## src/sgr_pkg.sv

```systemverilog
// Shared types and constants of the SGR mouse report parser.
package sgr_pkg;

   // Input command codes
   localparam logic [1:0] CMD_ESCAPE = 2'd0;
   localparam logic [1:0] CMD_BYTE   = 2'd1;
   localparam logic [1:0] CMD_TICK   = 2'd2;

   // Configuration register indexes
   localparam logic [1:0] CSR_ENABLE        = 2'd0;
   localparam logic [1:0] CSR_FIRST_TIMEOUT = 2'd1;
   localparam logic [1:0] CSR_NEXT_TIMEOUT  = 2'd2;

   // Configuration reset values
   localparam logic       ENABLE_RST        = 1'b0;
   localparam logic [7:0] FIRST_TIMEOUT_RST = 8'd8;
   localparam logic [7:0] NEXT_TIMEOUT_RST  = 8'd4;

   localparam logic [7:0] TICK_MAX = 8'hFF;

   // Report bytes
   localparam logic [7:0] CHAR_OPEN    = 8'h5B;  // '['
   localparam logic [7:0] CHAR_LT      = 8'h3C;  // '<'
   localparam logic [7:0] CHAR_PRESS   = 8'h4D;  // 'M'
   localparam logic [7:0] CHAR_RELEASE = 8'h6D;  // 'm'
   localparam logic [7:0] CHAR_SEMI    = 8'h3B;  // ';'
   localparam logic [7:0] CHAR_ZERO    = 8'h30;  // '0'
   localparam logic [7:0] CHAR_NINE    = 8'h39;  // '9'

   // Button field bits
   localparam int BTN_MOTION_BIT = 5;
   localparam int BTN_WHEEL_BIT  = 6;

   // Width of reported cell coordinates
   localparam int REPORT_W = 16;

   // Numeric field being scanned
   localparam logic [1:0] FIELD_BUTTON = 2'd0;
   localparam logic [1:0] FIELD_COLUMN = 2'd1;
   localparam logic [1:0] FIELD_ROW    = 2'd2;
   localparam logic [1:0] FIELD_DONE   = 2'd3;

   typedef enum logic [2:0] {
      KIND_REPLAY    = 3'd0,
      KIND_NOT_MOUSE = 3'd1,
      KIND_CONSUMED  = 3'd2,
      KIND_WHEEL     = 3'd3,
      KIND_CLICK     = 3'd4
   } kind_type;

   typedef enum logic [1:0] {
      PH_IDLE,
      PH_OPEN,
      PH_LT,
      PH_BODY
   } phase_type;

   typedef enum logic [2:0] {
      ST_ACCEPT,
      ST_READ,
      ST_REPLAY,
      ST_EXTRA,
      ST_NOT_MOUSE,
      ST_FINISH
   } ctrl_state_type;

   typedef enum logic [1:0] {
      SRC_MEM,
      SRC_BYTE,
      SRC_NOT_MOUSE,
      SRC_FINISH
   } emit_src_type;

   typedef struct packed {
      logic         latch_byte;
      logic         start_parse;
      logic         store_byte;
      logic         scan_byte;
      logic         tick_inc;
      logic         clr_ticks;
      logic         timeout_open;
      logic         rd_start;
      logic         rd_issue;
      logic         rd_next;
      logic         clear_len;
      logic         emit;
      emit_src_type emit_src;
      logic         emit_last;
   } ctl_cmd_type;

   typedef struct packed {
      logic out_free;
      logic byte_open;
      logic byte_lt;
      logic byte_end;
      logic store_full;
      logic rd_done;
      logic timeout;
   } dp_status_type;

endpackage

```

## src/sgr_ctrl.sv

```systemverilog
// Controller: parse phase and result sequencing state machine.
module sgr_ctrl import sgr_pkg::*; (
   input  logic          clock,
   input  logic          reset,
   input  logic          req_valid,
   output logic          req_ready,
   input  logic [1:0]    req_command,
   input  logic          cfg_enable,
   input  dp_status_type status,
   output ctl_cmd_type   cmd
);

   ctrl_state_type state_ff, state_in;
   phase_type      phase_ff, phase_in;
   logic           extra_ff, extra_in;     // replay the latched byte after stored ones
   logic [1:0]     nm_cnt_ff, nm_cnt_in;   // not-mouse results still owed

   always_comb begin
      state_in  = state_ff;
      phase_in  = phase_ff;
      extra_in  = extra_ff;
      nm_cnt_in = nm_cnt_ff;
      cmd       = '0;
      req_ready = 1'b0;

      unique case (state_ff)
         ST_ACCEPT: begin
            req_ready = 1'b1;
            if (req_valid) begin
               cmd.latch_byte = 1'b1;
               cmd.rd_start   = 1'b1;
               extra_in       = 1'b0;
               nm_cnt_in      = 2'd0;
               unique case (req_command)
                  CMD_ESCAPE: begin
                     // abandon a running parse, then restart or refuse
                     cmd.start_parse = 1'b1;
                     nm_cnt_in = 2'(phase_ff != PH_IDLE) + 2'(!cfg_enable);
                     phase_in  = cfg_enable ? PH_OPEN : PH_IDLE;
                     if (phase_ff != PH_IDLE || !cfg_enable) begin
                        state_in = ST_READ;
                     end
                  end
                  CMD_BYTE: begin
                     cmd.clr_ticks = 1'b1;
                     unique case (phase_ff)
                        PH_IDLE: begin
                           extra_in = 1'b1;
                           state_in = ST_READ;
                        end
                        PH_OPEN: begin
                           if (status.byte_open) begin
                              cmd.store_byte = 1'b1;
                              phase_in       = PH_LT;
                           end else begin
                              extra_in  = 1'b1;
                              nm_cnt_in = 2'd1;
                              phase_in  = PH_IDLE;
                              state_in  = ST_READ;
                           end
                        end
                        PH_LT: begin
                           if (status.byte_lt) begin
                              cmd.store_byte = 1'b1;
                              phase_in       = PH_BODY;
                           end else begin
                              extra_in  = 1'b1;
                              nm_cnt_in = 2'd1;
                              phase_in  = PH_IDLE;
                              state_in  = ST_READ;
                           end
                        end
                        PH_BODY: begin
                           cmd.store_byte = 1'b1;
                           cmd.scan_byte  = 1'b1;
                           if (status.byte_end) begin
                              phase_in = PH_IDLE;
                              state_in = ST_FINISH;
                           end else if (status.store_full) begin
                              nm_cnt_in = 2'd1;
                              phase_in  = PH_IDLE;
                              state_in  = ST_READ;
                           end
                        end
                        default: phase_in = PH_IDLE;
                     endcase
                  end
                  CMD_TICK: begin
                     cmd.timeout_open = (phase_ff == PH_OPEN);
                     if (phase_ff != PH_IDLE) begin
                        if (status.timeout) begin
                           nm_cnt_in = 2'd1;
                           phase_in  = PH_IDLE;
                           state_in  = ST_READ;
                        end else begin
                           cmd.tick_inc = 1'b1;
                        end
                     end
                  end
                  default: ;
               endcase
            end
         end
         ST_READ: begin
            if (status.rd_done) begin
               if (extra_ff) begin
                  state_in = ST_EXTRA;
               end else if (nm_cnt_ff != 2'd0) begin
                  state_in = ST_NOT_MOUSE;
               end else begin
                  cmd.clear_len = 1'b1;
                  state_in      = ST_ACCEPT;
               end
            end else begin
               cmd.rd_issue = 1'b1;
               state_in     = ST_REPLAY;
            end
         end
         ST_REPLAY: begin
            if (status.out_free) begin
               cmd.emit     = 1'b1;
               cmd.emit_src = SRC_MEM;
               cmd.rd_next  = 1'b1;
               state_in     = ST_READ;
            end
         end
         ST_EXTRA: begin
            if (status.out_free) begin
               cmd.emit      = 1'b1;
               cmd.emit_src  = SRC_BYTE;
               cmd.emit_last = (nm_cnt_ff == 2'd0);
               if (nm_cnt_ff == 2'd0) begin
                  cmd.clear_len = 1'b1;
                  state_in      = ST_ACCEPT;
               end else begin
                  state_in = ST_NOT_MOUSE;
               end
            end
         end
         ST_NOT_MOUSE: begin
            if (status.out_free) begin
               cmd.emit      = 1'b1;
               cmd.emit_src  = SRC_NOT_MOUSE;
               cmd.emit_last = (nm_cnt_ff == 2'd1);
               nm_cnt_in     = nm_cnt_ff - 2'd1;
               if (nm_cnt_ff == 2'd1) begin
                  cmd.clear_len = 1'b1;
                  state_in      = ST_ACCEPT;
               end
            end
         end
         ST_FINISH: begin
            if (status.out_free) begin
               cmd.emit      = 1'b1;
               cmd.emit_src  = SRC_FINISH;
               cmd.emit_last = 1'b1;
               cmd.clear_len = 1'b1;
               state_in      = ST_ACCEPT;
            end
         end
         default: state_in = ST_ACCEPT;
      endcase
   end

   always_ff @(posedge clock) begin
      if (reset) begin
         state_ff  <= ST_ACCEPT;
         phase_ff  <= PH_IDLE;
         extra_ff  <= 1'b0;
         nm_cnt_ff <= 2'd0;
      end else begin
         state_ff  <= state_in;
         phase_ff  <= phase_in;
         extra_ff  <= extra_in;
         nm_cnt_ff <= nm_cnt_in;
      end
   end

endmodule

```

## config.mk

```make
export PLATFORM = sky130hd
export DESIGN_NAME = sgr_ctrl
export DESIGN_NICKNAME = d
export VERILOG_FILES = /design/src/sgr_pkg.sv /design/src/sgr_ctrl.sv
export SDC_FILE = /design/constraint.sdc
export NUM_CORES = 1
export LEC_CHECK = 0
export BUFFER_PORTS_ARGS = -buffer_cell sky130_fd_sc_hd__buf_2
export CAP_MARGIN = 40
export CORE_ASPECT_RATIO = 0.9
export CORE_UTILIZATION = 45
export DETAILED_ROUTE_END_ITERATION = 6
export HOLD_SLACK_MARGIN = 0.15
export MAX_ROUTING_LAYER = met4
export PLACE_DENSITY = 0.79
export SYNTH_ARGS = -nofsm -noshare
export SYNTH_HDL_FRONTEND = slang
export SYNTH_SLANG_ARGS = --single-unit
```

## constraint.sdc

```tcl
create_clock -name clock -period 2.4 [get_ports clock]
set_clock_uncertainty 0.05 [all_clocks]
set_input_delay 0.12 -clock clock [delete_from_list [all_inputs] [get_ports clock]]
set_output_delay 0.12 -clock clock [all_outputs]
set_load 0.01 [all_outputs]
```

==> results.md, run 1 <==
* Outcome: complete, no violations
* Mapped Nets at 160
* Register area share after synthesis at 0.1643
* Fin crit share at 0.8694
* Met2 WL at 1248 µm
* Mapped cell area at 974.7 µm²
* CP cell instances: or4b_1 > inv_1 > nand2_1 > nor2_1 > buf_2
* Fmax at 479.3 MHz
* Largest net degree at the start of global routing at 17
* Syn avg cell area at 7.220 µm²
* Critical-path top delay cell: or4b_1
* Post-CTS Setup Inserts at 0
* Worst min-delay path category: input port to register
* I/O Pins at 29
* Setup-failing EPs final at 0
* Unrepaired setup endpoints after global routing: false
* WHS at 0.2212 ns
* Initial DRT Pass Iterations at 4
* CP Data Arrival Time at 1.92 ns
* Post-DR wirelength/cell at 13.58 µm
* Global-route wire length before repair at 3946 µm
* Cell Rows at 15
* Top FF cell, synth: dfxtp_1
* Fraction of layout cells with a size suffix above 1 at 0.2188
* CTS resizes at 0
* Ys async rst share at 0
* Final net count at 187
* Vias in the first global route at 873
* Antenna-violating nets left at 0
* Area Overhead vs Synth at 17.33%
* TNS Setup at 0 ns
* Fin util at 0.5803
* Antenna cell count at 0
* Worst Path Max Fanout at 16
* Area after DPL at 1111 µm²
* Cells after Synth at 135
* Initial Util at 0.4946
* DR iter-0 viols at 20
* Highest metal used: met3
* H-tree depth at 1
* Ys Warns at 0
* Met1 wire length at 1145 µm
* Remaining DRCs at 0
* Leakage power at 0.5096 nW
* Max-Cap Viols at 0
* All-Layer GR Usage at 0.2347
* Max_slew headroom at 0.6857
* TritonCTS buffer count at 3
* Post-DP HPWL at 2007 µm
* Die W at 51.06 µm
* Global placer's final weighted congestion at 0.8920
* Via density at 5.714
* Number of antenna violations at the first check in global routing at 0
* Grt total ovfl at 0
* Die Ht at 46.15 µm
* Slew @ Worst Pin at 0.4709 ns
* Crit end category: output pin
* Post-synthesis cell type count at 44
* Final hold violations at 0
* Post-synth EDFFs at 0
* DRT Wirelength at 2513 µm
* Clk buf depth at 2
* Hold-fix buffers, CTS at 1
* Max incr delay on CP at 0.71 ns
* CP bufs+invs at 2
* Skew-Pair Late Insertion Delay at 0.25 ns
* Core area at 1971 µm²
* Total Die Area at 2356 µm²
* Final Critical Period at 2.087 ns
* CTS tree: yes
* CTS sink cnt at 8
* Final Max Slew Viols at 0
* Clock tree root driver cell: clkbuf_4
* CP startpoint kind: register
* VDD IR max at 0.2307 mV
* WL met3 at 119 µm
* DR vias at 1,057
* WP data required at 2.23 ns
* I/O Buffers at 28
* CP Class: register to output pin
* Design area at 1144 µm²
* Synth Register Bits at 8
* CTS clk-pin slew, worst paths at 0.05 ns
* Power density over the cells at 379.0 nW/µm²
* Critical path's top delay family: simple AND/OR/NAND/NOR gates
-- cell type report --
cell class	count	area, µm²
clock buffers	3	22.52
well taps	25	31.28
flip-flops and latches	8	160.2
multi-input cells	107	726.9
fillers	204	827.0
inverters	12	45.04
repair buffers	30	157.7
-- power breakdown --
group / switching, mW / internal (mW) / leakage (nW)
Sequential: 0.0218 / 0.142 / 0.0651
Combinational: 0.0951 / 0.0701 / 0.431
Clock: 0.0468 / 0.0573 / 0.0138
-- state kept, by name (all words and copies together) (netlist names) --
register   flops
state_ff       3
nm_cnt_ff      2
phase_ff       2
extra_ff       1
-- worst register-to-register path: cells and delay by family, from the launching register on --
family | cells | cell delay (ns)
AOI/OAI and AO/OA | 3 | 0.60
and+or+nand+nor | 1 | 0.71
DFF | 1 | 0.44
-- placed cells by master, fill, tap and decap left out, types with 2 or more instances in the layout --
master,instances
inv_1,12
buf_2,28
nand3b_1,2
nor3_1,11
a21o_1,2
a21oi_1,7
clkbuf_4,3
nor2_1,9
nor2b_1,2
nor3b_1,2
nand3_1,3
ha_1,12
or4b_1,2
dfxtp_1,8
o22ai_1,2
nand2b_1,5
o21ai_0,6
nand2_1,16
o31ai_1,2
o31a_1,2
-- Yosys cell counts (2+ instances only) --
cell      number  area, µm²
a21o_1         2      15.01
a21oi_1        7      35.03
clkbuf_1       5      18.77
dfxtp_1        8      160.2
ha_1          12      150.1
inv_1         12      45.04
nand2_1       16      60.06
nand2b_1       5      31.28
nand3_1        3      15.01
nand3b_1       2      15.01
nor2_1         9      33.78
nor2b_1        2      12.51
nor3_1        11      55.05
nor3b_1        2      15.01
o21ai_0        6      30.03
o22ai_1        2      12.51
o31a_1         2      17.52
o31ai_1        2      15.01
or4b_1         2      20.02
-- through the flow --
stage | cells | power, mW | worst slack, ns
6_report | 185 | 0.4334 | 0.3134
5_1_grt | 185 | 0.4679 | 0.1822
4_1_cts | 185 | 0.4349 | 0.3161
3_5_place_dp | 181 | 0.3284 | 0.4304
3_3_place_gp | 181 | 0.3203 | 0.5745
2_1_floorplan | 135 | 0.2764 | 0.6241
-- per-layer routing --
layer,vias to the layer above,GRT usage
met1,493,0.2865
met2,28,0.3895
met4,0,0.02778
li1,536,-
met3,0,0.07591
met5,-,-
-- worst paths after layout --
kind | endpoint | from | cells past startpoint | slack (ns)
max | cmd[11] | state_ff[1] | 5 | 0.31
min | state_ff[0] | status[6] | 4 | 0.22
max reg2reg | phase_ff[1] | state_ff[1] | 4 | 0.48
min reg2reg | extra_ff | extra_ff | 2 | 0.44
-- kinds of logic after synthesis --
logic type / share of synthesized area
mux: 0.01027
buf+inv: 0.08985
simple gates: 0.3273
compound gates: 0.2542
flops: 0.1643
fa+ha+maj: 0.1540
Note: power is estimated with default switching activity, not from simulation.
==> run 2: changes to the inputs <==
Clock period 2.4 ns to 1.94 ns, I/O delays scaled along.
==> run 2 against run 1 <==
Wire length fell by 2.7%; critical path depth rose by 2; combinational power is 40% higher; hold slack got worse by 0.030 ns; sequential power rose by 15%; clock-buffer cell count unchanged; non-clock buffer count grew 7; power is 27% higher; first-iteration DRC count grew 25%; via count rose by 1.1%; largest cell class unchanged; largest power group unchanged.
==> results.md, run 2 (synthesis gave the netlist of run 1 again) <==
* CP Data Arrival Time at 1.66 ns
* WP data required at 1.79 ns
* Initial Util at 0.4946
* Clock tree root driver cell: clkbuf_4
* Post-route setup slack at 0.1378 ns
* Worst Hold End: nm_cnt_ff[0]
* CTS sink cnt at 8
* H-tree depth at 1
* RR Startpoint: phase_ff[0]
* I/O Pins at 29
* Power density over the cells at 456.3 nW/µm²
* Total Die Area at 2356 µm²
* Fmax at 554.9 MHz
* Antenna cell count at 0
* Final hold violations at 0
* Top flop regs: state_ff: 3 flops, nm_cnt_ff: 2 flops, phase_ff: 2 flops
* Clk buf depth at 2
* Max incr delay on CP at 0.36 ns
* P_int at 0.3474 mW
* DR vias at 1,069
* Worst Path Max Fanout at 9
* Global-route wire length before repair at 4105 µm
* All-Layer GR Usage at 0.2420
* Crit end category: output pin
* Worst min-delay path category: input port to register
* Most frequent cells in the layout: buf_2, nand2_1, inv_1, ha_1, nor3_1
* Via density at 5.568
* Vias in the first global route at 911
* Cell Rows at 15
* CTS tree: yes
* CP startpoint kind: register
* Top reg by flops: state_ff
* Worst setup startpoint: state_ff[2]
* TritonCTS buffer count at 3
* Outcome: complete, no violations
* Area Overhead vs Synth at 23.36%
* Antenna-violating nets left at 0
* Commonest non-fill, non-tap cell in the layout: buf_2
* Final Critical Period at 1.802 ns
* Leakage power at 0.5468 nW
* Post-Place Worst Slack at 0.2050 ns
* Die W at 51.06 µm
* Clock power share at 0.234
* DRT Wirelength at 2444 µm
* CP cell instances: buf_4 > inv_1 > ha_1 > nand2_1 > a21oi_1 > and2_1 > buf_2
* Largest register FFs at 3
* Max_slew headroom at 0.7025
* Hold Crit Start: status[0]
* Slew @ Worst Pin at 0.4429 ns
* DR iter-0 viols at 25
* Unrepaired setup endpoints after global routing: false
* Max-Cap Viols at 0
* Core area at 1971 µm²
* NetSw at 0.2013 mW
* Worst Hold Depth at 4
* Design Power at 0.5487 mW
* Largest net degree at the start of global routing at 14
* Gate power share at 0.422
* Worst r2r dst: nm_cnt_ff[0]
* Skew-Pair Late Insertion Delay at 0.26 ns
* CTS clk-pin slew, worst paths at 0.06 ns
* Setup-failing EPs final at 0
* Cells on worst reg2reg path at 6
* Grt total ovfl at 0
* Fin crit share at 0.9290
* VDD IR max at 0.3633 mV
* CP Class: register to output pin
* TNS Setup at 0 ns
* Number of antenna violations at the first check in global routing at 0
* Die Ht at 46.15 µm
* Remaining DRCs at 0
* Flop2flop setup slack at 0.23 ns
* Final net count at 194
* Post-DR wirelength/cell at 12.73 µm
* Critical-path top delay cell: dfxtp_1
* Filler Cell Count at 185
* Initial DRT Pass Iterations at 4
* Sw Share at 0.3668
* Final Max Slew Viols at 0
* Global placer's final weighted congestion at 0.8623
* I/O Buffers at 28
* Fraction of layout cells with a size suffix above 1 at 0.2515
* Post-DP HPWL at 1994 µm
* Sequential share of power at 0.344
==> run 2: changes by cell type in the layout (fill, tap and decap cells not counted) <==
cell,delta
buf_4,+6
dlygate4sd3_1,+1
or4b_1,-1
or4b_4,+1
==> run 2: timing repair <==
action | CTS | global route
buffers inserted | 0 | 0
hold buffers | 2 | 0
endpoints found under the setup margin | 0 | 2
gates resized for setup | 0 | 1
hold endpoints to repair | 8 | 0
==> run 2: cell type report <==
cell class / count / area, µm² / share of cell area
clock buffers: 3 / 22.52 / 0.01873
inverters: 12 / 45.04 / 0.03746
multi-input cells: 107 / 730.7 / 0.6077
flip-flops and latches: 8 / 160.2 / 0.1332
well taps: 25 / 31.28 / 0.02601
repair buffers: 37 / 212.7 / 0.1769
==> run 2: power groups by stage <==
stage	Combinational [mW]	Clock [mW]	Sequential, mW
finish	0.231	0.129	0.189
floorplan	0.154	0	0.188
detailed placement	0.224	0	0.191
global route	0.262	0.140	0.191
global placement	0.217	0	0.191
CTS	0.228	0.131	0.188
==> run 2: worst max path at each step <==
stage                     cells after the start  slack, ns      endpoint
after CTS                                     5       0.07       cmd[11]
after global placement                        7       0.27   state_ff[2]
after global routing                          7       0.01        cmd[1]
after detailed placement                      7       0.20   state_ff[2]
after floorplan                               7       0.16  nm_cnt_ff[0]
final                                         7       0.14        cmd[1]
==> run 2: layer usage <==
metal | vias up | track usage | part of all wire | wire (µm)
met5 | - | - | 0 | 0
met4 | 0 | 0.05000 | 0 | 0
met3 | 0 | 0.05611 | 0.045 | 110
met2 | 26 | 0.3974 | 0.49 | 1205
met1 | 496 | 0.3045 | 0.46 | 1128
li1 | 547 | - | - | -
==> run 2: per-stage QoR <==
step	hold WS (ns)	util	cell area, µm²	instances
3_3_place_gp	0.3537	0.5867	1156	187
6_report	0.1908	0.6102	1202	192
2_1_floorplan	0.1947	-	974.7	135
4_1_cts	0.1873	0.6083	1199	192
5_1_grt	0.2042	0.6102	1202	192
3_5_place_dp	0.3752	0.5867	1156	187
==> run 2: critical path, delay by kind of cell (launching register included) <==
| family | cells | cell delay (ns) |
|---|---|---|
| flops | 1 | 0.36 |
| compound gates | 1 | 0.15 |
| simple gates | 2 | 0.21 |
| buf+inv | 3 | 0.39 |
| fa+ha+maj | 1 | 0.28 |
==> run 3: changes to the inputs <==
Settings changed: PLACE_DENSITY 0.79 to 0.68, TNS_END_PERCENT from default to 1.
==> run 3 against run 2 <==
Final area rose by 0.83%; maximum frequency down 1.2%; clock-buffer cell count is the same; register-to-register slack about the same; setup slack got worse by 0.021 ns; largest cell class unchanged; clock power increased by 10%; cell count grew 0.52%; sequential power barely moved; die area unchanged.
==> results.md, run 3 (synthesis gave the netlist of run 1 again) <==
* DRT Wirelength at 2520 µm
* H-tree depth at 1
* Skew-Pair Late Insertion Delay at 0.27 ns
* Post-route setup slack at 0.1167 ns
* Final net count at 195
* WHS at 0.1917 ns
* WP data required at 1.79 ns
* Initial DRT Pass Iterations at 4
* Final hold violations at 0
* Remaining DRCs at 0
* Core area at 1971 µm²
* Crit end category: output pin
* Post-DR wirelength/cell at 13.06 µm
* Most frequent cells in the layout: buf_2, nand2_1, ha_1
* P_int at 0.3510 mW
* Final Critical Period at 1.823 ns
* Global placer's final weighted congestion at 0.8471
* Power density over the cells at 467.5 nW/µm²
* Fmax at 548.5 MHz
* Unrepaired setup endpoints after global routing: false
* Max_slew headroom at 0.6858
* Worst Path Max Fanout at 7
* Design area at 1212 µm²
* Antenna cell count at 0
* Post-CTS Setup Inserts at 0
* Area after DPL at 1164 µm²
* DR vias at 1,064
* CTS tree: yes
* Global-route wire length before repair at 4229 µm
* CP startpoint kind: register
* CP bufs+invs at 2
* Post-DP HPWL at 2011 µm
* Die Ht at 46.15 µm
* NetSw at 0.2158 mW
* CP Class: register to output pin
* TNS Setup at 0 ns
* CTS sink cnt at 8
* Vias in the first global route at 957
* I/O Pins at 29
* Final Max Slew Viols at 0
* Area Overhead vs Synth at 24.39%
* Cell Rows at 15
* Setup-failing EPs final at 0
* Worst min-delay path category: input port to register
* Critical path's top delay family: simple AND/OR/NAND/NOR gates
* Total Die Area at 2356 µm²
* Largest net degree at the start of global routing at 15
* Fin crit share at 0.9398
* Outcome: complete, no violations
* Clk buf depth at 2
* Leakage power at 0.5506 nW
* Slew @ Worst Pin at 0.4673 ns
* Antenna-violating nets left at 0
* Gate power share at 0.414
* I/O Buffers at 28
* VDD IR max at 0.3164 mV
* Clock tree root driver cell: clkbuf_4
* Top flop regs: state_ff: 3 flops, nm_cnt_ff: 2 flops, phase_ff: 2 flops
* CP cell instances: or4b_4 > inv_2 > nand2_1 > nor2_1 > buf_2
* Largest register FFs at 3
* DR iter-0 viols at 31
* Post-Place Worst Slack at 0.2130 ns
* Max incr delay on CP at 0.59 ns
* TritonCTS buffer count at 3
* Initial Util at 0.4946
* Grt total ovfl at 0
* Number of antenna violations at the first check in global routing at 0
* CP Data Arrival Time at 1.68 ns
* Die W at 51.06 µm
* Commonest non-fill, non-tap cell in the layout: buf_2
* Max-Cap Viols at 0
* Clock power share at 0.251
* All-Layer GR Usage at 0.2564
* Via density at 5.513
* Sw Share at 0.3807
* Top reg by flops: state_ff
* CTS clk-pin slew, worst paths at 0.07 ns
* Fraction of layout cells with a size suffix above 1 at 0.2679
* Critical-path top delay cell: or4b_4
* Sequential share of power at 0.335
## run 3: cell count changes in the layout (fill, tap and decap cells not counted)
cell,before,now
nor2_2,0,1
inv_2,0,1
nor2_1,9,8
buf_4,7,8
inv_1,12,11
## run 3: worst reg2reg max path, stage by stage (launching register included)
cell,delay (ns)
dfxtp_1,0.37
or4b_1,0.54
or3_1,0.33
a21o_1,0.17
o32ai_2,0.18
## run 3: what timing repair did
item | CTS | global route
hold buffers | 2 | 0
cloned | 0 | 0
pin swaps | 0 | 0
resized for setup | 1 | 2
endpoints found under the setup margin | 2 | 2
endpoints found under the hold margin | 8 | 0
## run 3: path summary, 6_finish.rpt
kind | startpoint | endpoint | cells after the start | slack [ns]
hold / removal | status[0] | nm_cnt_ff[0] | 4 | 0.19
setup / recovery | state_ff[2] | cmd[11] | 5 | 0.12
setup reg to reg | state_ff[2] | state_ff[2] | 4 | 0.22
hold reg to reg | extra_ff | extra_ff | 2 | 0.43
## run 3: area by class of cell
class                   instances  area [µm²]
clock buffers                   3       22.52
fillers                       183       758.2
inverters                      12       45.04
multi-input cells             107       733.2
flip-flops and latches          8       160.2
well taps                      25       31.28
repair buffers                 38       220.2
## run 3: layer usage
metal | wire length, µm | part of all wire | vias up | GRT usage
li1 | - | - | 551 | -
met1 | 1167 | 0.46 | 474 | 0.3249
met2 | 1192 | 0.47 | 34 | 0.3947
met3 | 122 | 0.048 | 5 | 0.05941
met4 | 38 | 0.015 | 0 | 0.1000
met5 | 0 | 0 | - | -
## run 3: stage by stage
stage	power [mW]	cells	utilization
after floorplan	0.3420	135	-
after global placement	0.4146	188	0.5905
after detailed placement	0.4204	188	0.5905
after CTS	0.5695	193	0.6140
after global routing	0.6096	193	0.6152
final	0.5668	193	0.6152
## run 3: power by group through the flow
stage / sequential [mW] / combinational, mW / clock (mW)
2_1_floorplan: 0.188 / 0.154 / 0
3_3_place_gp: 0.193 / 0.222 / 0
3_5_place_dp: 0.193 / 0.227 / 0
4_1_cts: 0.190 / 0.234 / 0.146
5_1_grt: 0.193 / 0.264 / 0.153
6_report: 0.190 / 0.235 / 0.142
