**src/sgr_pkg.sv**
```systemverilog
// Shared types and constants of the SGR mouse report parser.
package sgr_pkg;

   // Input command codes
   localparam logic [1:0] CMD_ESCAPE = 2'd0;
   localparam logic [1:0] CMD_BYTE   = 2'd1;
   localparam logic [1:0] CMD_TICK   = 2'd2;

   // Configuration register indexes
   localparam logic [1:0] CSR_ENABLE        = 2'd0;
   localparam logic [1:0] CSR_FIRST_TIMEOUT = 2'd1;
   localparam logic [1:0] CSR_NEXT_TIMEOUT  = 2'd2;

   // Configuration reset values
   localparam logic       ENABLE_RST        = 1'b0;
   localparam logic [7:0] FIRST_TIMEOUT_RST = 8'd8;
   localparam logic [7:0] NEXT_TIMEOUT_RST  = 8'd4;

   localparam logic [7:0] TICK_MAX = 8'hFF;

   // Report bytes
   localparam logic [7:0] CHAR_OPEN    = 8'h5B;  // '['
   localparam logic [7:0] CHAR_LT      = 8'h3C;  // '<'
   localparam logic [7:0] CHAR_PRESS   = 8'h4D;  // 'M'
   localparam logic [7:0] CHAR_RELEASE = 8'h6D;  // 'm'
   localparam logic [7:0] CHAR_SEMI    = 8'h3B;  // ';'
   localparam logic [7:0] CHAR_ZERO    = 8'h30;  // '0'
   localparam logic [7:0] CHAR_NINE    = 8'h39;  // '9'

   // Button field bits
   localparam int BTN_MOTION_BIT = 5;
   localparam int BTN_WHEEL_BIT  = 6;

   // Width of reported cell coordinates
   localparam int REPORT_W = 16;

   // Numeric field being scanned
   localparam logic [1:0] FIELD_BUTTON = 2'd0;
   localparam logic [1:0] FIELD_COLUMN = 2'd1;
   localparam logic [1:0] FIELD_ROW    = 2'd2;
   localparam logic [1:0] FIELD_DONE   = 2'd3;

   typedef enum logic [2:0] {
      KIND_REPLAY    = 3'd0,
      KIND_NOT_MOUSE = 3'd1,
      KIND_CONSUMED  = 3'd2,
      KIND_WHEEL     = 3'd3,
      KIND_CLICK     = 3'd4
   } kind_type;

   typedef enum logic [1:0] {
      PH_IDLE,
      PH_OPEN,
      PH_LT,
      PH_BODY
   } phase_type;

   typedef enum logic [2:0] {
      ST_ACCEPT,
      ST_READ,
      ST_REPLAY,
      ST_EXTRA,
      ST_NOT_MOUSE,
      ST_FINISH
   } ctrl_state_type;

   typedef enum logic [1:0] {
      SRC_MEM,
      SRC_BYTE,
      SRC_NOT_MOUSE,
      SRC_FINISH
   } emit_src_type;

   typedef struct packed {
      logic         latch_byte;
      logic         start_parse;
      logic         store_byte;
      logic         scan_byte;
      logic         tick_inc;
      logic         clr_ticks;
      logic         timeout_open;
      logic         rd_start;
      logic         rd_issue;
      logic         rd_next;
      logic         clear_len;
      logic         emit;
      emit_src_type emit_src;
      logic         emit_last;
   } ctl_cmd_type;

   typedef struct packed {
      logic out_free;
      logic byte_open;
      logic byte_lt;
      logic byte_end;
      logic store_full;
      logic rd_done;
      logic timeout;
   } dp_status_type;

endpackage

```
**src/sgr_ram.sv**
```systemverilog
// Generic single-write, single-read RAM with registered read data.
module sgr_ram #(
   parameter int WIDTH = 8,
   parameter int DEPTH = 64
) (
   input  logic                     clock,
   input  logic                     wr_en,
   input  logic [$clog2(DEPTH)-1:0] wr_addr,
   input  logic [WIDTH-1:0]         wr_data,
   input  logic                     rd_en,
   input  logic [$clog2(DEPTH)-1:0] rd_addr,
   output logic [WIDTH-1:0]         rd_data
);

   logic [WIDTH-1:0] mem_ff [DEPTH];
   logic [WIDTH-1:0] rd_data_ff;

   always_ff @(posedge clock) begin
      if (wr_en) begin
         mem_ff[wr_addr] <= wr_data;
      end
      if (rd_en) begin
         rd_data_ff <= mem_ff[rd_addr];
      end
   end

   assign rd_data = rd_data_ff;

endmodule

```
**src/sgr_datapath.sv**
```systemverilog
// Datapath: sequence store, field scanner, timeout counter, press memory, result register.
module sgr_datapath import sgr_pkg::*; #(
   parameter int SEQ_DEPTH  = 64,
   parameter int COORD_BITS = 16
) (
   input  logic                clock,
   input  logic                reset,
   input  logic [7:0]          req_data_byte,
   input  logic [7:0]          cfg_first_timeout,
   input  logic [7:0]          cfg_next_timeout,
   input  ctl_cmd_type         cmd,
   output dp_status_type       status,
   input  logic                rsp_ready,
   output logic                rsp_valid,
   output logic [2:0]          rsp_kind,
   output logic [7:0]          rsp_replay_byte,
   output logic                rsp_wheel_down,
   output logic [REPORT_W-1:0] rsp_column,
   output logic [REPORT_W-1:0] rsp_line_row,
   output logic                rsp_last
);

   localparam int LEN_W = $clog2(SEQ_DEPTH);
   localparam int ACC_W = COORD_BITS + 4;
   localparam int EXT_W = COORD_BITS + REPORT_W;
   localparam logic [COORD_BITS-1:0] ACC_MAX = '1;

   logic [LEN_W-1:0]      len_ff, len_in;
   logic [LEN_W-1:0]      rd_idx_ff, rd_idx_in;
   logic [7:0]            ticks_ff, ticks_in;
   logic [1:0]            field_ff, field_in;
   logic                  digit_seen_ff, digit_seen_in;
   logic                  malformed_ff, malformed_in;
   logic [COORD_BITS-1:0] button_ff, button_in;
   logic [COORD_BITS-1:0] column_ff, column_in;
   logic [COORD_BITS-1:0] row_ff, row_in;
   logic [7:0]            suffix_ff, suffix_in;
   logic                  press_active_ff, press_active_in;
   logic [COORD_BITS-1:0] press_column_ff, press_column_in;
   logic [COORD_BITS-1:0] press_row_ff, press_row_in;
   logic [7:0]            byte_ff, byte_in;

   logic                  rsp_valid_ff, rsp_valid_in;
   kind_type              rsp_kind_ff, rsp_kind_in;
   logic [7:0]            rsp_byte_ff, rsp_byte_in;
   logic                  rsp_wd_ff, rsp_wd_in;
   logic [REPORT_W-1:0]   rsp_col_ff, rsp_col_in;
   logic [REPORT_W-1:0]   rsp_row_ff, rsp_row_in;
   logic                  rsp_last_ff, rsp_last_in;

   logic [7:0]            ram_rd_data;
   logic [7:0]            ticks_inc;
   logic [7:0]            limit;
   logic                  is_digit;
   logic [3:0]            digit;
   logic [COORD_BITS-1:0] acc_sel;
   logic [ACC_W-1:0]      acc_ext;
   logic [ACC_W-1:0]      acc_prod;
   logic [COORD_BITS-1:0] acc_next;

   kind_type              fin_kind;
   logic                  fin_set_press;
   logic                  fin_clr_press;
   logic                  well_formed;
   logic                  other_button;
   logic                  same_cell;
   logic [EXT_W-1:0]      col_ext;
   logic [EXT_W-1:0]      row_ext;

   sgr_ram #(
      .WIDTH (8),
      .DEPTH (SEQ_DEPTH)
   ) u_seq_ram (
      .clock   (clock),
      .wr_en   (cmd.store_byte),
      .wr_addr (len_ff),
      .wr_data (req_data_byte),
      .rd_en   (cmd.rd_issue),
      .rd_addr (rd_idx_ff),
      .rd_data (ram_rd_data)
   );

   // timeout compare
   always_comb begin
      ticks_inc = (ticks_ff == TICK_MAX) ? TICK_MAX : ticks_ff + 8'd1;
      limit     = cmd.timeout_open ? cfg_first_timeout : cfg_next_timeout;
   end

   // one decimal digit step: acc * 10 + d, saturated
   always_comb begin
      is_digit = (req_data_byte >= CHAR_ZERO) && (req_data_byte <= CHAR_NINE);
      digit    = 4'(req_data_byte - CHAR_ZERO);
      unique case (field_ff)
         FIELD_BUTTON: acc_sel = button_ff;
         FIELD_COLUMN: acc_sel = column_ff;
         default:      acc_sel = row_ff;
      endcase
      acc_ext  = ACC_W'(acc_sel);
      acc_prod = (acc_ext << 3) + (acc_ext << 1) + ACC_W'(digit);
      acc_next = (acc_prod > ACC_W'(ACC_MAX)) ? ACC_MAX : acc_prod[COORD_BITS-1:0];
   end

   // report decode from the scanned fields
   always_comb begin
      well_formed   = !malformed_ff && (field_ff == FIELD_DONE);
      other_button  = (button_ff[1:0] != 2'd0) || button_ff[BTN_MOTION_BIT]
                      || button_ff[BTN_WHEEL_BIT];
      same_cell     = (press_column_ff == column_ff) && (press_row_ff == row_ff);
      fin_kind      = KIND_CONSUMED;
      fin_set_press = 1'b0;
      fin_clr_press = 1'b0;
      priority if (!well_formed) begin
         fin_kind = KIND_CONSUMED;
      end else if (suffix_ff == CHAR_PRESS && button_ff[BTN_WHEEL_BIT]
                   && !button_ff[BTN_MOTION_BIT]) begin
         fin_kind = KIND_WHEEL;
      end else if (other_button) begin
         fin_kind = KIND_CONSUMED;
      end else if (suffix_ff == CHAR_PRESS) begin
         fin_set_press = 1'b1;
      end else if (suffix_ff == CHAR_RELEASE && press_active_ff) begin
         fin_clr_press = 1'b1;
         if (same_cell) begin
            fin_kind = KIND_CLICK;
         end
      end else begin
         fin_kind = KIND_CONSUMED;
      end
      col_ext = EXT_W'(column_ff);
      row_ext = EXT_W'(row_ff);
   end

   always_comb begin
      len_in          = len_ff;
      rd_idx_in       = rd_idx_ff;
      ticks_in        = ticks_ff;
      field_in        = field_ff;
      digit_seen_in   = digit_seen_ff;
      malformed_in    = malformed_ff;
      button_in       = button_ff;
      column_in       = column_ff;
      row_in          = row_ff;
      suffix_in       = suffix_ff;
      press_active_in = press_active_ff;
      press_column_in = press_column_ff;
      press_row_in    = press_row_ff;
      byte_in         = cmd.latch_byte ? req_data_byte : byte_ff;

      if (cmd.clear_len) begin
         len_in = '0;
      end else if (cmd.store_byte) begin
         len_in = len_ff + LEN_W'(1);
      end

      if (cmd.rd_start) begin
         rd_idx_in = '0;
      end else if (cmd.rd_next) begin
         rd_idx_in = rd_idx_ff + LEN_W'(1);
      end

      if (cmd.start_parse || cmd.clr_ticks || cmd.clear_len) begin
         ticks_in = '0;
      end else if (cmd.tick_inc) begin
         ticks_in = ticks_inc;
      end

      if (cmd.start_parse) begin
         field_in      = FIELD_BUTTON;
         digit_seen_in = 1'b0;
         malformed_in  = 1'b0;
         button_in     = '0;
         column_in     = '0;
         row_in        = '0;
         suffix_in     = '0;
      end else if (cmd.scan_byte && !malformed_ff && field_ff != FIELD_DONE) begin
         priority if (is_digit) begin
            unique case (field_ff)
               FIELD_BUTTON: button_in = acc_next;
               FIELD_COLUMN: column_in = acc_next;
               default:      row_in    = acc_next;
            endcase
            digit_seen_in = 1'b1;
         end else if (!digit_seen_ff) begin
            malformed_in = 1'b1;
         end else if (field_ff != FIELD_ROW && req_data_byte == CHAR_SEMI) begin
            field_in      = field_ff + 2'd1;
            digit_seen_in = 1'b0;
         end else if (field_ff == FIELD_ROW) begin
            suffix_in = req_data_byte;
            field_in  = FIELD_DONE;
         end else begin
            malformed_in = 1'b1;
         end
      end

      if (cmd.emit && cmd.emit_src == SRC_FINISH) begin
         if (fin_set_press) begin
            press_active_in = 1'b1;
            press_column_in = column_ff;
            press_row_in    = row_ff;
         end else if (fin_clr_press) begin
            press_active_in = 1'b0;
         end
      end
   end

   // result register
   always_comb begin
      rsp_valid_in = rsp_valid_ff && !rsp_ready;
      rsp_kind_in  = rsp_kind_ff;
      rsp_byte_in  = rsp_byte_ff;
      rsp_wd_in    = rsp_wd_ff;
      rsp_col_in   = rsp_col_ff;
      rsp_row_in   = rsp_row_ff;
      rsp_last_in  = rsp_last_ff;
      if (cmd.emit) begin
         rsp_valid_in = 1'b1;
         rsp_last_in  = cmd.emit_last;
         rsp_byte_in  = '0;
         rsp_wd_in    = 1'b0;
         rsp_col_in   = '0;
         rsp_row_in   = '0;
         unique case (cmd.emit_src)
            SRC_MEM: begin
               rsp_kind_in = KIND_REPLAY;
               rsp_byte_in = ram_rd_data;
            end
            SRC_BYTE: begin
               rsp_kind_in = KIND_REPLAY;
               rsp_byte_in = byte_ff;
            end
            SRC_NOT_MOUSE: begin
               rsp_kind_in = KIND_NOT_MOUSE;
            end
            SRC_FINISH: begin
               rsp_kind_in = fin_kind;
               if (fin_kind == KIND_WHEEL || fin_kind == KIND_CLICK) begin
                  rsp_col_in = col_ext[REPORT_W-1:0];
                  rsp_row_in = row_ext[REPORT_W-1:0];
               end
               if (fin_kind == KIND_WHEEL) begin
                  rsp_wd_in = button_ff[0];
               end
            end
            default: rsp_kind_in = KIND_CONSUMED;
         endcase
      end
   end

   always_ff @(posedge clock) begin
      if (reset) begin
         len_ff          <= '0;
         rd_idx_ff       <= '0;
         ticks_ff        <= '0;
         field_ff        <= FIELD_BUTTON;
         digit_seen_ff   <= 1'b0;
         malformed_ff    <= 1'b0;
         button_ff       <= '0;
         column_ff       <= '0;
         row_ff          <= '0;
         suffix_ff       <= '0;
         press_active_ff <= 1'b0;
         press_column_ff <= '0;
         press_row_ff    <= '0;
         rsp_valid_ff    <= 1'b0;
      end else begin
         len_ff          <= len_in;
         rd_idx_ff       <= rd_idx_in;
         ticks_ff        <= ticks_in;
         field_ff        <= field_in;
         digit_seen_ff   <= digit_seen_in;
         malformed_ff    <= malformed_in;
         button_ff       <= button_in;
         column_ff       <= column_in;
         row_ff          <= row_in;
         suffix_ff       <= suffix_in;
         press_active_ff <= press_active_in;
         press_column_ff <= press_column_in;
         press_row_ff    <= press_row_in;
         rsp_valid_ff    <= rsp_valid_in;
      end
      byte_ff     <= byte_in;
      rsp_kind_ff <= rsp_kind_in;
      rsp_byte_ff <= rsp_byte_in;
      rsp_wd_ff   <= rsp_wd_in;
      rsp_col_ff  <= rsp_col_in;
      rsp_row_ff  <= rsp_row_in;
      rsp_last_ff <= rsp_last_in;
   end

   always_comb begin
      status.out_free   = !rsp_valid_ff || rsp_ready;
      status.byte_open  = (req_data_byte == CHAR_OPEN);
      status.byte_lt    = (req_data_byte == CHAR_LT);
      status.byte_end   = (req_data_byte == CHAR_PRESS) || (req_data_byte == CHAR_RELEASE);
      status.store_full = (len_ff == LEN_W'(SEQ_DEPTH - 2));
      status.rd_done    = (rd_idx_ff == len_ff);
      status.timeout    = (ticks_inc >= limit);
   end

   assign rsp_valid       = rsp_valid_ff;
   assign rsp_kind        = rsp_kind_ff;
   assign rsp_replay_byte = rsp_byte_ff;
   assign rsp_wheel_down  = rsp_wd_ff;
   assign rsp_column      = rsp_col_ff;
   assign rsp_line_row    = rsp_row_ff;
   assign rsp_last        = rsp_last_ff;

endmodule

```
**config.mk**
```make
export PLATFORM = sky130hd
export DESIGN_NAME = sgr_datapath
export DESIGN_NICKNAME = d
export VERILOG_FILES = /design/src/sgr_pkg.sv /design/src/sgr_ram.sv /design/src/sgr_datapath.sv
export SDC_FILE = /design/constraint.sdc
export NUM_CORES = 1
export LEC_CHECK = 0
export BUFFER_PORTS_ARGS = -buffer_cell sky130_fd_sc_hd__buf_4
export CAP_MARGIN = 20
export CORE_UTILIZATION = 55
export DETAILED_ROUTE_END_ITERATION = 6
export PLACE_DENSITY = 0.81
export RECOVER_POWER = 100
export SYNTH_ARGS = -nofsm -noshare
export SYNTH_HDL_FRONTEND = slang
export SYNTH_SLANG_ARGS = --single-unit
```
**constraint.sdc**
```tcl
create_clock -name clock -period 4.9 [get_ports clock]
set_clock_uncertainty 0.1 [all_clocks]
set_input_delay 0.245 -clock clock [delete_from_list [all_inputs] [get_ports clock]]
set_output_delay 0.245 -clock clock [all_outputs]
set_load 0.02 [all_outputs]
```
==> results of run 1 <==
## cell families after synthesis
| family | after synthesis | synth area share |
|---|---|---|
| fa+ha+maj | 49 | 0.0221 |
| xor+xnor | 57 | 0.0176 |
| compound gates | 219 | 0.0474 |
| mux | 196 | 0.143 |
| flops | 687 | 0.686 |
| buf+inv | 116 | 0.0176 |
| simple gates | 397 | 0.0665 |
## power groups by stage
stage	Clock (mW)	Combinational, mW	Sequential (mW)
2_1_floorplan	0	0.212	6.53
3_3_place_gp	0	0.439	6.51
3_5_place_dp	0	0.453	6.51
4_1_cts	5.00	0.466	6.39
5_1_grt	5.23	0.463	6.40
6_report	4.95	0.437	6.40
## worst max-delay path, stage by stage
cell and delay, ns:
clkbuf_1 0.37, clkbuf_1 2.32, nand4b_1 0.38, nor4b_1 0.72, clkbuf_2 0.28
## worst paths after layout
kind / start / endpoint / cells after the start
worst max register to register: field_ff[0] / column_ff[7] / 15
worst min-delay path: cmd[9] / ticks_ff[3] / 3
worst max-delay path: req_data_byte[1] / status[5] / 5
worst min register to register: press_row_ff[8] / press_row_ff[8] / 2
## layout by cell type (no fill, tap or decap), drive strengths merged, types with 4 or more instances in the layout
cell type / count
edfxtp: 573
mux4: 168
clkbuf: 164
nand2: 135
nor2: 115
dfxtp: 114
a21oi: 102
o21ai: 55
ha: 47
xor2: 45
buf: 39
and2: 38
clkinv: 33
mux2i: 26
inv: 23
nor3: 19
a22oi: 15
dlygate4sd3: 14
nand3: 13
nand4: 13
xnor2: 12
nor4: 12
o221a: 10
or2: 8
nand2b: 7
and3: 7
or3: 6
a311oi: 6
a211oi: 6
o21a: 5
nor2b: 5
nor3b: 4
a21o: 4
## metrics by stage
| step | worst slack [ns] | total power [mW] |
|---|---|---|
| 4_1_cts | 0.336 | 11.9 |
| 2_1_floorplan | 0.455 | 6.74 |
| 5_1_grt | 0.0258 | 12.1 |
| 3_5_place_dp | 0.367 | 6.97 |
| 3_3_place_gp | 0.447 | 6.95 |
| 6_report | 0.223 | 11.8 |
## layer usage
| metal | GRT usage | up-vias | part of all wire |
|---|---|---|---|
| met5 | 0 | - | 0 |
| met4 | 0.0719 | 0 | 0.027 |
| met3 | 0.0519 | 128 | 0.086 |
| met2 | 0.423 | 862 | 0.51 |
| met1 | 0.331 | 8158 | 0.37 |
| li1 | - | 6936 | - |
## cell type report
| type | instances | area, um^2 | area share |
|---|---|---|---|
| Sequential cell | 687 | 19500 | 0.614 |
| Multi-Input combinational cell | 918 | 8430 | 0.266 |
| Clock inverter | 44 | 359 | 0.0113 |
| Tap cell | 672 | 841 | 0.0265 |
| Timing Repair Buffer | 136 | 798 | 0.0251 |
| Inverter | 18 | 67.6 | 0.00213 |
| Clock buffer | 81 | 1760 | 0.0554 |
## sequential cells by signal (all words and copies together), names as in the netlist
register / cells
press_active_ff: 1
row_ff: 16
rsp_wheel_down: 1
rsp_last: 1
rsp_line_row: 16
rsp_valid: 1
rsp_replay_byte: 8
rsp_kind: 3
len_ff: 6
u_seq_ram.mem_ff: 512
rsp_column: 16
column_ff: 16
byte_ff: 8
ticks_ff: 8
rd_idx_ff: 6
u_seq_ram.rd_data: 8
press_column_ff: 16
malformed_ff: 1
digit_seen_ff: 1
press_row_ff: 16
field_ff: 2
button_ff: 16
suffix_ff: 8
==> results.toml, run 1 <==
[status]
status = "finished with violations"
violations = "capacitance limit, slew limit"

[floorplanning]
ios = 95
start_util = 0.562
core-area_mm2 = 0.0506
rows = 82
die_area_mm2 = 0.0526
die_h_um = 229
fp.dieW_um = 229

[sta]
rsz0062_at_grt = "no"
hold_slack_ns = 0.0472
setup_viol = 0
fin_crit_sh = 0.954
fmax_ghz = 0.214
fin_tns_setup_ns = 0
relSlewSlack = -1.21
tightest_slew_ns = 3.32
hold_violations = 0
maxSlewViolCount = 556
fin_crit_ns = 4.68

[clocking]
cts_tree = "built"
cts.htree.levels = 3
cts_inserted_buffers = 68
hold_buffers = 14
ctsResizeCount = 0
cts.root.buffer_cell = "clkbuf_16"
max-clock-path-buffers = 3
clock_latency_ns = 0.61
cts_sinks = 687
clk_pin_slew_ns = 0.05
cts_setup_buffers = 0

[power_and_ir_drop]
vdd_drop_max_mv = 0.373
power.density_mw_per_mm2 = 371
p_clk_frac = 0.420
switching_power_mw = 2.49
power_leakage_nw = 10.5
p_int_mw = 9.29
power_switching_share = 0.212
combPwrFrac = 0.037
seq_power_share = 0.543

[final_layout]
postLayoutCellArea_mm2 = 0.0318
area_growth_pct = 11.7
n_fill_cell = 3459
final_core_utilization = 0.628
final_cells = 2556
final_layout_size_suffix_gt1_frac = 0.181
n_antenna_cell = 0
nNetsFinal = 1920

[setup_path]
path_class = "input pin to primary output"
cp.required_ns = 4.55
worstPathArrival_ns = 4.33
regToRegSetupSlack_ns = 0.26
crit_fanout = 68
cp-start-kind = "input pin"
critPathCaptureType = "primary output"

[routing]
drt_iter0_drc = 1976
drtAntennaViolNets = 0
drt_drc_violations_left = 0
wirelength_um = 65200
vias_per_cell = 6.29
vias = 16100
drtPass1Iterations = 6
routedWlPerCell_um = 25.5

[logic_synthesis]
synth.avg_cell_area_um2 = 16.5
ys.flop_type = "edfxtp_1"
netlist_instances = 1721
ys_types = 63
yosysTopAreaCell = "edfxtp_1"
synth-edff-count = 573
synth-seq-cells = 687
syn-cell-area_mm2 = 0.0284
ys_seq_area_frac = 0.686
ys_warn_count = 0
synth_area_leaders = "edfxtp_1, mux4_2, dfxtp_1"
synthArstFlopShare = 0
synth_most_common_cell = "edfxtp_1"
synth_top_area_share = 0.605
synth_nets = 1812
ys_top_cells_by_count = "edfxtp_1, mux4_2, nand2_1"

[global_routing]
grt_pass1_wl_um = 97900
grt_max_degree = 70
antenna_found_initial = 1
grt_pass1_vias = 15900
grt_overflow = 0
grt_usage = 0.251

[placed_design]
hpwl_um = 39900
dpl.cell_count = 2416
gp_congestion = 0.871
placed_area_mm2 = 0.0298
portBuffers = 94

[run]
drv_cap = 9

[min_path]
hold_path_class = "input pin to flop"
No activity file was read; power rests on OpenSTA's default activity.
==> inputs of run 2 (changes only) <==
--- a/config.mk
+++ b/config.mk
@@ -7,9 +7,13 @@
 export LEC_CHECK = 0
 export BUFFER_PORTS_ARGS = -buffer_cell sky130_fd_sc_hd__buf_4
 export CAP_MARGIN = 20
-export CORE_UTILIZATION = 55
+export CELL_PAD_IN_SITES_DETAIL_PLACEMENT = 1
+export CELL_PAD_IN_SITES_GLOBAL_PLACEMENT = 1
+export CORE_ASPECT_RATIO = 1.2
+export CORE_UTILIZATION = 53
+export CTS_CLUSTER_SIZE = 20
 export DETAILED_ROUTE_END_ITERATION = 6
-export PLACE_DENSITY = 0.81
+export PLACE_DENSITY = 0.88
 export RECOVER_POWER = 100
 export SYNTH_ARGS = -nofsm -noshare
 export SYNTH_HDL_FRONTEND = slang
==> run 2 against run 1 <==
- the flow still finishes with violations (capacitance limit, slew limit)
- flip-flop and latch count did not move
- sequential power barely moved
- design area rose by 0.41%
- critical path depth rose by 9
- critical path type is now flop to flop
- fmax fell by 0.57%
- combinational power rose by 8.2%
- setup slack got worse by 0.027 ns
- routed wire length rose by 24%
- hold slack got worse by 0.011 ns
- non-clock buffer count rose by 12
- clock power rose by 3%
==> results.toml, run 2 (same netlist as run 1, synthesis figures left out) <==
[global_routing]
grtUsageMet1 = 0.358
grt.busiest_layer = "met2"
use_met3 = 0.0490
grt_max_degree = 70
grt_overflow = 0
use_met2 = 0.529
grt_usage = 0.301
antenna_found_initial = 2
grt_pass1_wl_um = 118000
grt_pass1_vias = 17600

[setup_path]
crit_fanout = 18
regToRegSetupSlack_ns = 0.20
cp-start-kind = "flop"
crit_slowest_cell = "fa_1"
worstPathArrival_ns = 5.09
cp_common_cell = "fa_1"
path_class = "flop to flop"
r2r_start = "field_ff[0]"
reg2reg_depth = 14
slowest_delay_ns = 0.52
cp.required_ns = 5.29
path_cells = "inv_1 > ha_1 > buf_4 > a22oi_1 > nand2_1 > fa_1 > fa_1 > a21o_1 > a221oi_4 > nor4_1 > or3_1 > a211oi_2 > and3_4 > a21oi_1"
critPathCaptureType = "flop"
reg2reg_to = "row_ff[10]"

[routing]
drtPass1Iterations = 5
vias_per_cell = 6.45
vias = 16700
wirelength_um = 80600
routedWlPerCell_um = 31.1
drtAntennaViolNets = 0
drt_drc_violations_left = 0
drt_iter0_drc = 1519

[power_and_ir_drop]
combPwrFrac = 0.040
vdd_drop_max_mv = 0.334
p_clk_frac = 0.426
power_leakage_nw = 10.5
power_switching_share = 0.215
power.density_mw_per_mm2 = 375
p_int_mw = 9.38
switching_power_mw = 2.57
seq_power_share = 0.535

[clocking]
cts_setup_buffers = 0
max-clock-path-buffers = 3
cts_inserted_buffers = 61
clock_latency_ns = 0.64
cts.htree.levels = 2
cts.root.buffer_cell = "clkbuf_16"
cts_sinks = 687
cts_tree = "built"
clk_pin_slew_ns = 0.07
ctsResizeCount = 0

[final_layout]
area_growth_pct = 12.2
largest_reg_flops = 512
nNetsFinal = 1925
largest-register = "u_seq_ram.mem_ff"
final_cells = 2593
layout_commonest_cell = "edfxtp_1"
layout_common_cells = "edfxtp_1, mux4_2, nand2_1, nor2_1, dfxtp_1"
final_layout_size_suffix_gt1_frac = 0.185

[placed_design]
portBuffers = 94
dp_slack_ns = 0.280
dpl.cell_count = 2456
hpwl_um = 50300
gp_congestion = 0.875

[min_path]
worstHoldStart = "cmd[13]"
hold_path_class = "input pin to flop"
worstHoldEndpoint = "digit_seen_ff"
holdPathStages = 3

[floorplanning]
rows = 92
ios = 95
die_area_mm2 = 0.0546
die_h_um = 256
fp.dieW_um = 213
core-area_mm2 = 0.0527
start_util = 0.539

[sta]
fin_crit_ns = 4.70
tightest_slew_ns = 3.52
fin_crit_sh = 0.960
finalWorstSetupSlack_ns = 0.196
fmax_ghz = 0.213
setup_viol = 0
relSlewSlack = -1.35
fin_tns_setup_ns = 0
hold_slack_ns = 0.0365
rsz0062_at_grt = "no"
maxSlewViolCount = 487
hold_violations = 0

[status]
status = "finished with violations"
violations = "capacitance limit, slew limit"

[run]
drv_cap = 10
run 2: layout make-up:
class / count / area (um^2)
fillers: 4775 / 20800
diodes: 2 / 5.00
flip-flops and latches: 687 / 19500
repair buffers: 148 / 916
clock buffers: 73 / 1620
multi-input cells: 918 / 8430
clock inverters: 42 / 468
inverters: 18 / 67.6
well taps: 705 / 882
run 2: timing repair:
| action | CTS | global route |
|---|---|---|
| setup endpoints to repair | 0 | 0 |
| hold buffers | 18 | 0 |
| hold endpoints to repair | 111 | 0 |
run 2: metrics by stage:
| step | total power, mW | instance area, um^2 | util |
|---|---|---|---|
| detailed placement | 6.99 | 29900 | 0.567 |
| global route | 12.2 | 31900 | 0.605 |
| global placement | 6.96 | 29800 | 0.566 |
| CTS | 12.0 | 32100 | 0.610 |
| finish | 12.0 | 31900 | 0.605 |
| floorplan | 6.74 | 28400 | - |
run 2: worst max path at each step:
stage / startpoint / end / slack (ns) / cells after the start
after floorplan: field_ff[0] / column_ff[5] / 0.46 / 17
after global placement: field_ff[0] / column_ff[5] / 0.52 / 14
after detailed placement: field_ff[0] / column_ff[4] / 0.28 / 14
after CTS: field_ff[0] / row_ff[10] / 0.24 / 14
after global routing: field_ff[0] / column_ff[8] / 0.02 / 14
final: field_ff[0] / row_ff[10] / 0.20 / 14
run 2: layer usage:
| metal | vias up | wire, um |
|---|---|---|
| met3 | 218 | 5890 |
| li1 | 6950 | - |
| met1 | 8681 | 28000 |
| met5 | - | 0 |
| met4 | 0 | 4370 |
| met2 | 884 | 42400 |
run 2: worst max-delay path: cells and delay by family (launching register included):
family / cells / cell delay [ns]
AO/OA/AOI/OAI: 5 / 1.42
adder cells (fa/ha/maj): 3 / 1.26
buffers and inverters: 2 / 0.36
flip-flops: 1 / 0.41
AND/OR/NAND/NOR: 4 / 0.97
run 2: power groups by stage:
| stage | sequential, mW | combinational (mW) | clock [mW] |
|---|---|---|---|
| after floorplan | 6.53 | 0.212 | 0 |
| after global placement | 6.51 | 0.452 | 0 |
| after detailed placement | 6.52 | 0.476 | 0 |
| after CTS | 6.39 | 0.498 | 5.11 |
| after global routing | 6.40 | 0.493 | 5.28 |
| final | 6.40 | 0.473 | 5.09 |
